--- src/sv/aes_block_cipher_with_key_expansion_defines.svh ---
// Assertion macros shared by the cipher RTL.
`ifndef AES_BLOCK_CIPHER_WITH_KEY_EXPANSION_DEFINES_SVH
`define AES_BLOCK_CIPHER_WITH_KEY_EXPANSION_DEFINES_SVH

// Plain property check on the rising clock edge, off during reset.
`define AES_ASSERT(lbl, prop, msg) \
  lbl: assert property (@(posedge clk_i) disable iff (!rst_ni) (prop)) else $error(msg);

// Same-cycle implication check.
`define AES_ASSERT_IMP(lbl, ante, cons, msg) \
  lbl: assert property (@(posedge clk_i) disable iff (!rst_ni) (ante) |-> (cons)) \
    else $error(msg);

// Next-cycle implication check.
`define AES_ASSERT_NXT(lbl, ante, cons, msg) \
  lbl: assert property (@(posedge clk_i) disable iff (!rst_ni) (ante) |=> (cons)) \
    else $error(msg);

`endif

--- src/sv/aes_pkg.sv ---
// Shared types, S-box tables and GF(2^8) helpers for the AES cipher.
`timescale 1ns / 1ps
`default_nettype none
package aes_pkg;

  localparam int unsigned WORD_IDX_W = 6;
  localparam logic [7:0] GF_POLY   = 8'h1b;
  localparam logic [7:0] RCON_INIT = 8'h01;

  localparam logic [1:0] KEY_SIZE_128 = 2'd0;
  localparam logic [1:0] KEY_SIZE_192 = 2'd1;
  localparam logic [1:0] KEY_SIZE_256 = 2'd2;

  localparam logic [2:0] REG_KEY_SIZE  = 3'd0;
  localparam logic [2:0] REG_DIRECTION = 3'd1;
  localparam logic [2:0] REG_KEY_WORD0 = 3'd2;
  localparam logic [2:0] REG_KEY_WORD3 = 3'd5;

  typedef struct packed {
    logic [63:0] block_high;
    logic [63:0] block_low;
  } in_item_t;

  typedef struct packed {
    logic [63:0] result_high;
    logic [63:0] result_low;
  } out_item_t;

  typedef enum logic [1:0] {
    OP_ADD,
    OP_FULL,
    OP_LAST
  } round_op_e;

  typedef enum logic [2:0] {
    ST_IDLE,
    ST_EXPAND,
    ST_FETCH,
    ST_ROUND,
    ST_DONE
  } seq_state_e;

  typedef struct packed {
    logic [3:0]   nk;
    logic [3:0]   nr;
    logic [5:0]   total;
    logic         enc;
    logic [255:0] key;
  } kexp_cfg_t;

  typedef struct packed {
    logic                  en;
    logic                  last;
    logic [WORD_IDX_W-1:0] idx;
    logic [31:0]           data;
  } kexp_wr_t;

  localparam logic [7:0] SBOX [256] = '{
    8'h63, 8'h7c, 8'h77, 8'h7b, 8'hf2, 8'h6b, 8'h6f, 8'hc5,
    8'h30, 8'h01, 8'h67, 8'h2b, 8'hfe, 8'hd7, 8'hab, 8'h76,
    8'hca, 8'h82, 8'hc9, 8'h7d, 8'hfa, 8'h59, 8'h47, 8'hf0,
    8'had, 8'hd4, 8'ha2, 8'haf, 8'h9c, 8'ha4, 8'h72, 8'hc0,
    8'hb7, 8'hfd, 8'h93, 8'h26, 8'h36, 8'h3f, 8'hf7, 8'hcc,
    8'h34, 8'ha5, 8'he5, 8'hf1, 8'h71, 8'hd8, 8'h31, 8'h15,
    8'h04, 8'hc7, 8'h23, 8'hc3, 8'h18, 8'h96, 8'h05, 8'h9a,
    8'h07, 8'h12, 8'h80, 8'he2, 8'heb, 8'h27, 8'hb2, 8'h75,
    8'h09, 8'h83, 8'h2c, 8'h1a, 8'h1b, 8'h6e, 8'h5a, 8'ha0,
    8'h52, 8'h3b, 8'hd6, 8'hb3, 8'h29, 8'he3, 8'h2f, 8'h84,
    8'h53, 8'hd1, 8'h00, 8'hed, 8'h20, 8'hfc, 8'hb1, 8'h5b,
    8'h6a, 8'hcb, 8'hbe, 8'h39, 8'h4a, 8'h4c, 8'h58, 8'hcf,
    8'hd0, 8'hef, 8'haa, 8'hfb, 8'h43, 8'h4d, 8'h33, 8'h85,
    8'h45, 8'hf9, 8'h02, 8'h7f, 8'h50, 8'h3c, 8'h9f, 8'ha8,
    8'h51, 8'ha3, 8'h40, 8'h8f, 8'h92, 8'h9d, 8'h38, 8'hf5,
    8'hbc, 8'hb6, 8'hda, 8'h21, 8'h10, 8'hff, 8'hf3, 8'hd2,
    8'hcd, 8'h0c, 8'h13, 8'hec, 8'h5f, 8'h97, 8'h44, 8'h17,
    8'hc4, 8'ha7, 8'h7e, 8'h3d, 8'h64, 8'h5d, 8'h19, 8'h73,
    8'h60, 8'h81, 8'h4f, 8'hdc, 8'h22, 8'h2a, 8'h90, 8'h88,
    8'h46, 8'hee, 8'hb8, 8'h14, 8'hde, 8'h5e, 8'h0b, 8'hdb,
    8'he0, 8'h32, 8'h3a, 8'h0a, 8'h49, 8'h06, 8'h24, 8'h5c,
    8'hc2, 8'hd3, 8'hac, 8'h62, 8'h91, 8'h95, 8'he4, 8'h79,
    8'he7, 8'hc8, 8'h37, 8'h6d, 8'h8d, 8'hd5, 8'h4e, 8'ha9,
    8'h6c, 8'h56, 8'hf4, 8'hea, 8'h65, 8'h7a, 8'hae, 8'h08,
    8'hba, 8'h78, 8'h25, 8'h2e, 8'h1c, 8'ha6, 8'hb4, 8'hc6,
    8'he8, 8'hdd, 8'h74, 8'h1f, 8'h4b, 8'hbd, 8'h8b, 8'h8a,
    8'h70, 8'h3e, 8'hb5, 8'h66, 8'h48, 8'h03, 8'hf6, 8'h0e,
    8'h61, 8'h35, 8'h57, 8'hb9, 8'h86, 8'hc1, 8'h1d, 8'h9e,
    8'he1, 8'hf8, 8'h98, 8'h11, 8'h69, 8'hd9, 8'h8e, 8'h94,
    8'h9b, 8'h1e, 8'h87, 8'he9, 8'hce, 8'h55, 8'h28, 8'hdf,
    8'h8c, 8'ha1, 8'h89, 8'h0d, 8'hbf, 8'he6, 8'h42, 8'h68,
    8'h41, 8'h99, 8'h2d, 8'h0f, 8'hb0, 8'h54, 8'hbb, 8'h16
  };

  localparam logic [7:0] INV_SBOX [256] = '{
    8'h52, 8'h09, 8'h6a, 8'hd5, 8'h30, 8'h36, 8'ha5, 8'h38,
    8'hbf, 8'h40, 8'ha3, 8'h9e, 8'h81, 8'hf3, 8'hd7, 8'hfb,
    8'h7c, 8'he3, 8'h39, 8'h82, 8'h9b, 8'h2f, 8'hff, 8'h87,
    8'h34, 8'h8e, 8'h43, 8'h44, 8'hc4, 8'hde, 8'he9, 8'hcb,
    8'h54, 8'h7b, 8'h94, 8'h32, 8'ha6, 8'hc2, 8'h23, 8'h3d,
    8'hee, 8'h4c, 8'h95, 8'h0b, 8'h42, 8'hfa, 8'hc3, 8'h4e,
    8'h08, 8'h2e, 8'ha1, 8'h66, 8'h28, 8'hd9, 8'h24, 8'hb2,
    8'h76, 8'h5b, 8'ha2, 8'h49, 8'h6d, 8'h8b, 8'hd1, 8'h25,
    8'h72, 8'hf8, 8'hf6, 8'h64, 8'h86, 8'h68, 8'h98, 8'h16,
    8'hd4, 8'ha4, 8'h5c, 8'hcc, 8'h5d, 8'h65, 8'hb6, 8'h92,
    8'h6c, 8'h70, 8'h48, 8'h50, 8'hfd, 8'hed, 8'hb9, 8'hda,
    8'h5e, 8'h15, 8'h46, 8'h57, 8'ha7, 8'h8d, 8'h9d, 8'h84,
    8'h90, 8'hd8, 8'hab, 8'h00, 8'h8c, 8'hbc, 8'hd3, 8'h0a,
    8'hf7, 8'he4, 8'h58, 8'h05, 8'hb8, 8'hb3, 8'h45, 8'h06,
    8'hd0, 8'h2c, 8'h1e, 8'h8f, 8'hca, 8'h3f, 8'h0f, 8'h02,
    8'hc1, 8'haf, 8'hbd, 8'h03, 8'h01, 8'h13, 8'h8a, 8'h6b,
    8'h3a, 8'h91, 8'h11, 8'h41, 8'h4f, 8'h67, 8'hdc, 8'hea,
    8'h97, 8'hf2, 8'hcf, 8'hce, 8'hf0, 8'hb4, 8'he6, 8'h73,
    8'h96, 8'hac, 8'h74, 8'h22, 8'he7, 8'had, 8'h35, 8'h85,
    8'he2, 8'hf9, 8'h37, 8'he8, 8'h1c, 8'h75, 8'hdf, 8'h6e,
    8'h47, 8'hf1, 8'h1a, 8'h71, 8'h1d, 8'h29, 8'hc5, 8'h89,
    8'h6f, 8'hb7, 8'h62, 8'h0e, 8'haa, 8'h18, 8'hbe, 8'h1b,
    8'hfc, 8'h56, 8'h3e, 8'h4b, 8'hc6, 8'hd2, 8'h79, 8'h20,
    8'h9a, 8'hdb, 8'hc0, 8'hfe, 8'h78, 8'hcd, 8'h5a, 8'hf4,
    8'h1f, 8'hdd, 8'ha8, 8'h33, 8'h88, 8'h07, 8'hc7, 8'h31,
    8'hb1, 8'h12, 8'h10, 8'h59, 8'h27, 8'h80, 8'hec, 8'h5f,
    8'h60, 8'h51, 8'h7f, 8'ha9, 8'h19, 8'hb5, 8'h4a, 8'h0d,
    8'h2d, 8'he5, 8'h7a, 8'h9f, 8'h93, 8'hc9, 8'h9c, 8'hef,
    8'ha0, 8'he0, 8'h3b, 8'h4d, 8'hae, 8'h2a, 8'hf5, 8'hb0,
    8'hc8, 8'heb, 8'hbb, 8'h3c, 8'h83, 8'h53, 8'h99, 8'h61,
    8'h17, 8'h2b, 8'h04, 8'h7e, 8'hba, 8'h77, 8'hd6, 8'h26,
    8'he1, 8'h69, 8'h14, 8'h63, 8'h55, 8'h21, 8'h0c, 8'h7d
  };

  function automatic logic [7:0] xtime(input logic [7:0] a);
    xtime = {a[6:0], 1'b0} ^ (a[7] ? GF_POLY : 8'h00);
  endfunction

  function automatic logic [31:0] sub_word(input logic [31:0] w);
    sub_word = {SBOX[w[31:24]], SBOX[w[23:16]], SBOX[w[15:8]], SBOX[w[7:0]]};
  endfunction

  function automatic logic [31:0] mix_col(input logic [31:0] w);
    logic [7:0] a0, a1, a2, a3, b0, b1, b2, b3;
    a0 = w[31:24]; a1 = w[23:16]; a2 = w[15:8]; a3 = w[7:0];
    b0 = xtime(a0); b1 = xtime(a1); b2 = xtime(a2); b3 = xtime(a3);
    mix_col = {b0 ^ b1 ^ a1 ^ a2 ^ a3,
               a0 ^ b1 ^ b2 ^ a2 ^ a3,
               a0 ^ a1 ^ b2 ^ b3 ^ a3,
               b0 ^ a0 ^ a1 ^ a2 ^ b3};
  endfunction

  function automatic logic [31:0] inv_mix_col(input logic [31:0] w);
    logic [7:0] a [4];
    logic [7:0] m9 [4];
    logic [7:0] m11 [4];
    logic [7:0] m13 [4];
    logic [7:0] m14 [4];
    logic [7:0] x2, x4, x8;
    for (int k = 0; k < 4; k++) begin
      a[k]   = w[31-8*k -: 8];
      x2     = xtime(a[k]);
      x4     = xtime(x2);
      x8     = xtime(x4);
      m9[k]  = x8 ^ a[k];
      m11[k] = x8 ^ x2 ^ a[k];
      m13[k] = x8 ^ x4 ^ a[k];
      m14[k] = x8 ^ x4 ^ x2;
    end
    inv_mix_col = {m14[0] ^ m11[1] ^ m13[2] ^ m9[3],
                   m9[0] ^ m14[1] ^ m11[2] ^ m13[3],
                   m13[0] ^ m9[1] ^ m14[2] ^ m11[3],
                   m11[0] ^ m13[1] ^ m9[2] ^ m14[3]};
  endfunction

endpackage
`default_nettype wire

--- src/sv/aes_kexp.sv ---
// Key expansion unit: produces one round-key word per cycle.
`timescale 1ns / 1ps
`default_nettype none
module aes_kexp (
  input  logic               clk_i,
  input  logic               rst_ni,
  input  logic               start_i,
  input  aes_pkg::kexp_cfg_t cfg_i,
  output aes_pkg::kexp_wr_t  wr_o
);

  logic                           busy_q, busy_d;
  logic [aes_pkg::WORD_IDX_W-1:0] idx_q, idx_d;
  logic [2:0]                     pos_q, pos_d;
  logic [7:0]                     rcon_q, rcon_d;
  logic [31:0]                    win_q [8];
  logic [31:0]                    word;
  logic [31:0]                    back_word;
  logic [31:0]                    tmp;
  logic [63:0]                    key_dw;
  logic                           is_last;

  // Pick the word nk positions back
  always_comb begin
    case (cfg_i.nk)
      4'd6:    back_word = win_q[5];
      4'd8:    back_word = win_q[7];
      default: back_word = win_q[3];
    endcase
  end

  // Form the next expanded word
  always_comb begin
    key_dw = cfg_i.key[255 - 64 * idx_q[2:1] -: 64];
    tmp    = win_q[0];
    if (pos_q == 3'd0) begin
      tmp = aes_pkg::sub_word({win_q[0][23:0], win_q[0][31:24]}) ^ {rcon_q, 24'h000000};
    end else if (cfg_i.nk == 4'd8 && pos_q == 3'd4) begin
      tmp = aes_pkg::sub_word(win_q[0]);
    end
    if (idx_q < aes_pkg::WORD_IDX_W'(cfg_i.nk)) begin
      word = idx_q[0] ? key_dw[31:0] : key_dw[63:32];
    end else begin
      word = tmp ^ back_word;
    end
  end

  // Store data and sequencing
  always_comb begin
    is_last      = (idx_q == cfg_i.total - 6'd1);
    wr_o.en      = busy_q;
    wr_o.last    = busy_q && is_last;
    wr_o.idx     = idx_q;
    wr_o.data    = (!cfg_i.enc && idx_q >= 6'd4 && idx_q < {cfg_i.nr, 2'b00})
                   ? aes_pkg::inv_mix_col(word) : word;
    busy_d = busy_q;
    idx_d  = idx_q;
    pos_d  = pos_q;
    rcon_d = rcon_q;
    if (start_i) begin
      busy_d = 1'b1;
      idx_d  = '0;
      pos_d  = '0;
      rcon_d = aes_pkg::RCON_INIT;
    end else if (busy_q) begin
      idx_d  = idx_q + 6'd1;
      pos_d  = (4'(pos_q) + 4'd1 == cfg_i.nk) ? 3'd0 : pos_q + 3'd1;
      if (pos_q == 3'd0 && idx_q >= aes_pkg::WORD_IDX_W'(cfg_i.nk)) begin
        rcon_d = aes_pkg::xtime(rcon_q);
      end
      if (is_last) begin
        busy_d = 1'b0;
      end
    end
  end

  // Advance control counters
  always_ff @(posedge clk_i or negedge rst_ni) begin
    if (!rst_ni) begin
      busy_q <= 1'b0;
      idx_q  <= '0;
      pos_q  <= '0;
      rcon_q <= aes_pkg::RCON_INIT;
    end else begin
      busy_q <= busy_d;
      idx_q  <= idx_d;
      pos_q  <= pos_d;
      rcon_q <= rcon_d;
    end
  end

  // Shift the new word into the window
  always_ff @(posedge clk_i) begin
    if (busy_q) begin
      win_q[0] <= word;
      for (int k = 1; k < 8; k++) begin
        win_q[k] <= win_q[k-1];
      end
    end
  end

endmodule
`default_nettype wire

--- config.mk ---
export PLATFORM = sky130hd
export DESIGN_NAME = aes_kexp
export DESIGN_NICKNAME = d
export VERILOG_FILES = /design/src/sv/aes_block_cipher_with_key_expansion_defines.svh /design/src/sv/aes_pkg.sv /design/src/sv/aes_kexp.sv
export SDC_FILE = /design/constraint.sdc
export NUM_CORES = 1
export LEC_CHECK = 0
export BUFFER_PORTS_ARGS = -buffer_cell sky130_fd_sc_hd__buf_2
export CORE_ASPECT_RATIO = 1.5
export CORE_MARGIN = 3
export CORE_UTILIZATION = 35
export CTS_BUF_LIST = sky130_fd_sc_hd__clkbuf_4 sky130_fd_sc_hd__clkbuf_8
export CTS_CLUSTER_SIZE = 24
export DETAILED_ROUTE_END_ITERATION = 8
export PLACE_DENSITY = 0.52
export SYNTH_ARGS = -nofsm -noshare
export SYNTH_HDL_FRONTEND = slang
export SYNTH_SLANG_ARGS = --single-unit
--- constraint.sdc ---
create_clock -name clk_i -period 9.3 [get_ports clk_i]
set_input_delay 1.86 -clock clk_i [delete_from_list [all_inputs] [get_ports clk_i]]
set_output_delay 1.86 -clock clk_i [all_outputs]
set_load 0.01 [all_outputs]
# Word level (Yosys, flattened, before mapping)
# Memories as Yosys holds them, arrays and structs flattened.
# Cells that the tools add are included.
[word_totals]
regBits = 18
mem_bits_rw = 256
romBits = 8192
inputBits = 274
out_inout_bits = 40
elab_cells = 133
n_memories = 5
[op_classes]
add_sub_neg = 5
n_lt_le_gt_ge = 8
n_eq_ne = 5
shifts = 1
muxes = 40
n_bitwise = 55
reduce_logical = 10
[memory_table]
columns = ["memory", "words", "word_bits", "rd", "rd_ports_with_merged_regs", "wr", "line_no", "source"]
rows = [
  ["(name not given)", 256, 8, 1, 0, 0, "aes_pkg.sv:133", "sub_word = {SBOX[w[31:24]], SBOX[w[23:16]], SBOX[w[15:8]], SBOX[w[7:0]]};"],
  ["(name not given)", 256, 8, 1, 0, 0, "aes_pkg.sv:133", ""],
  ["(name not given)", 256, 8, 1, 0, 0, "aes_pkg.sv:133", ""],
  ["(name not given)", 256, 8, 1, 0, 0, "aes_pkg.sv:133", ""],
  ["win_q", 8, 32, 8, 0, 8, "aes_kexp.sv:16", "logic [31:0] win_q [8];"],
]
[ops]
columns = ["op", "n"]
rows = [
  ["$shiftx 319x33->64", 1],
  ["$xor 8x8->8", 36],
  ["$mux 32", 5],
  ["$xor 8x5->8", 13],
  ["$mux 8", 11],
  ["$mux 5", 13],
  ["$pmux 32 s2", 1],
  ["$xor 32x32->32", 2],
  ["$ge 9x9->1 const B", 4],
  ["$not 8->9", 4],
  ["$mux 6", 2],
  ["$mux 3", 3],
  ["$sub 8x8->9 const A", 1],
  ["$add 6x1->6 const B", 1],
  ["$eq 6x6->1", 1],
  ["$ge 6x3->1 const B", 1],
  ["$ge 6x4->1", 1],
  ["$lt 6x4->1", 1],
  ["$lt 6x6->1", 1],
  ["$sub 6x1->6 const B", 1],
  ["$logic_and 1x1->1", 5],
  ["$mux 1", 5],
  ["$add 3x1->4 const B", 1],
  ["$eq 4x3->1 const B", 1],
  ["8 further kinds", 9],
]

# Longest topological paths before layout
[depth]
word_depth = 20
depth_mapped = 22
ltp_nobuf = 17

# Worst setup path after synthesis
# No wires, ideal clock.
[synth_path]
kind = "register to output"
from = "register busy_q"
to = "output port wr_o[38] (netlist name)"
t_arrival_ps = 6227
required_ps = 7440
slack_ps = 1213
stages_incl_launch_ff = 4
n_path_buf = 1
cell_sequence = "dfrtp_1 -> clkbuf_1 -> inv_1 -> nor2_1"
[synth_lines]
columns = ["element", "line_no", "source"]
rows = [
  ["start: declaration", "aes_kexp.sv:12", "logic busy_q, busy_d;"],
  ["start signal: assignment", "aes_kexp.sv:85", "busy_q <= busy_d;"],
  ["end: declaration", "aes_kexp.sv:9", "output aes_pkg::kexp_wr_t wr_o"],
]

==> results.tsv <==
metric	value	unit
status	finished clean	
final setup fails	0	
top-area cell type share of the netlist area	25.6	%
CP arrival	6870	ps
crit path launch type	register	
Leak Pwr	12.4	nW
critical path capture point type	output pin	
I/O pin count	314	
vias in the first global route	29200	
Netlist cell types	120	
Die Y	365	um
DR pass1 iterations	6	
Initial Utilization	35.3	%
vias per std cell	6.61	
syn_nets	3741	
Worst-Margin Slew	1200	ps
period utilisation layout	93.9	%
Worst Path Buf+Inv	3	
Top Family by Delay on Critical Path	compound AO/OA/AOI/OAI gates	
routed len/inst	31.7	um
clock latency at the later pin of the worst-skew pair	650	ps
largest net degree at the start of global routing	177	
DR iter-0 viols	5013	
overall routed net length	150000	um
Yosys reg bits	274	
H-Tree Depth	2	
first-pass GRT wire length	212000	um
Overflow after GRT	0	
unrepaired setup endpoints after global routing	false	
P per Cell Area	402	mW/mm^2
WP data required	7440	ps
Critical Path Max Stage Delay	810	ps
CTS Root Cell	clkbuf_8	
Yosys warning count	0	
clk buf depth	3	
Vias	31200	
clock slew at reported path FFs	60	ps
total chip power	13.4	mW
nets	3878	
post-cts gate resize count	0	
R2R Setup Slk	4120	ps
Row Count	131	
setup TNS	0	ps
cell breakdown of the critical path	inv_1, ha_1, nor3b_1, o21ai_0, a21oi_1, o211ai_1, a32o_1, a21oi_1, a31oi_1, o31ai_4, inv_2, xnor2_2, xnor3_2, xnor3_1, xnor2_2, xnor2_1, a21oi_1, buf_2	
antenna violations before repair	19	
CTS tree	built	
worst ir drop on vdd	0.430	mV
total CTS buffers	50	
ANT nets after route	0	
Hold EP	win_q[1][109]	
Final HPWL DP	111000	um
Crit-path slowest cell	nor3b_1	
most used cell, CP	a21oi_1	
Layout area overhead	10.9	%
Slew HR	20.1	%
non-filler cells in the finished layout	4715	
setup bufs post-CTS	0	
Hold Startpoint	win_q[1][77]	
Critical R2R Launch	win_q[0][25]	
Synth Instances	3401	
Post-CTS Hold Fix Bufs	0	
r2r endpoint	win_q[0][1]	
Final Slew Violations	0	
Die W	245	um
Final min period	8730	ps
Finished Core Util	39.2	%
Tot GR Track Use	31.8	%
placed cell count	4616	
DP Worst Slack	1100	ps
Die ar.	0.0895	sq mm
Async SR Flop Fraction	6.57	%
post-synthesis average cell area	8.83	sq um
f_max	0.115	GHz
fillers	8775	
layout cells sized above 1	21.1	%
MaxCap Viol Count	0	
R2R depth	13	
Top FF cell, synth	edfxtp_1	
leading area contributor after synthesis	edfxtp_1	
final hold viol count	0	
skew final	50.9	ps
part of the Yosys area used for sequential elements	27.1	%
RePlAce Congestion	1.03	
Final Worst Setup Slack	567	ps
Critical Path Stages	18	
DRC Markers	0	
hold path depth	0	
EDFF count, synth	256	
# port buffers	313	
hold crit path type	register to register	
Synth Cell Area	0.0300	sq mm
Core Box Area	0.0851	sq mm
worst setup path class	register to output pin	
clk sinks	274	
CP max FO	15	
top cells by area, synth	edfxtp_1, mux4_2, xnor2_1, a21oi_1, nand2_1	
==> cells in the mapped netlist, drive strengths merged (38+ instances only) <==
cell / instances
nand2: 276
edfxtp: 256
buf: 217
a21oi: 211
nor2: 191
o21ai: 186
xnor2: 176
clkbuf: 148
nand3: 117
nand2b: 114
nor2b: 114
mux4: 92
nor3: 85
xor2: 72
inv: 67
ha: 66
a31oi: 60
mux2i: 51
a211oi: 44
o211ai: 41
and2: 39
a311oi: 38
==> worst register-to-register path: cells and delay by family (launching register included) <==
family	cells	cell delay, ps
AO/OA/AOI/OAI	5	2120
XOR/XNOR	1	160
adder cells (fa/ha/maj)	1	590
buffers and inverters	4	860
flip-flops	1	630
AND/OR/NAND/NOR	2	600
==> cell type report <==
cell class | count | area [sq um] | share of cell area, %
Sequential cell | 274 | 8150 | 24.5
Multi-Input combinational cell | 2688 | 19800 | 59.3
Timing Repair Buffer | 450 | 2710 | 8.13
Clock inverter | 28 | 199 | 0.597
Antenna cell | 7 | 17.5 | 0.0526
Inverter | 74 | 278 | 0.834
Tap cell | 1130 | 1410 | 4.24
Clock buffer | 64 | 793 | 2.38
==> stage by stage <==
stage               cell area [sq um]  hold slack (ps)
finish                          33300              410
CTS                             33300              399
global placement                32300              401
global route                    33300              408
detailed placement              32300              405
floorplan                       30000              400
==> metal layers <==
metal,vias up,global-route usage [%],share of wire (%)
met1,15200,41.2,38
met2,2205,51.5,46
met5,-,0,0.057
met4,14,14.6,5.6
li1,13300,-,-
met3,445,5.86,9.9
==> cell families after synthesis <==
group	after synthesis	synth area share, %
AND/OR/NAND/NOR	1156	20.0
AO/OA/AOI/OAI	1047	25.2
buffers and inverters	439	7.28
flip-flops	274	27.1
XOR/XNOR	255	8.33
multiplexers	164	9.39
adder cells (fa/ha/maj)	66	2.75
==> layout by cell type (no fill, tap or decap), types with 60 or more instances in the layout <==
cell      synthesis  layout
buf_2           129     313
nand2_1         274     274
edfxtp_1        256     256
a21oi_1         208     208
nor2_1          189     187
o21ai_0         165     165
xnor2_1         164     164
buf_4            36     128
nand3_1         117     117
nand2b_1        114     114
nor2b_1         114     113
mux4_2           92      92
nor3_1           83      83
xor2_1           66      66
ha_1             66      66
inv_1            61      60
a31oi_1          60      60
==> flip-flops by register name (all words and copies together), names as in the netlist <==
name / count
win_q: 256
idx_q: 6
busy_q: 1
rcon_q: 8
pos_q: 3
==> how the worst max path moves through the flow <==
stage / to / from / slack, ps
2_1_floorplan: wr_o[38] / busy_q / 1210
3_3_place_gp: wr_o[19] / cfg_i[269] / 1180
3_5_place_dp: wr_o[19] / cfg_i[269] / 1100
4_1_cts: wr_o[19] / win_q[0][25] / 680
5_1_grt: wr_o[19] / win_q[0][25] / 320
6_report: wr_o[19] / win_q[0][25] / 570
==> power breakdown <==
group | internal, mW | total (mW) | leakage [nW] | switching [mW]
clock | 0.600 | 1.16 | 0.525 | 0.556
sequential | 1.92 | 2.23 | 2.95 | 0.309
combinational | 3.71 | 10.0 | 8.90 | 6.29
No activity file was read; power rests on OpenSTA's default activity.
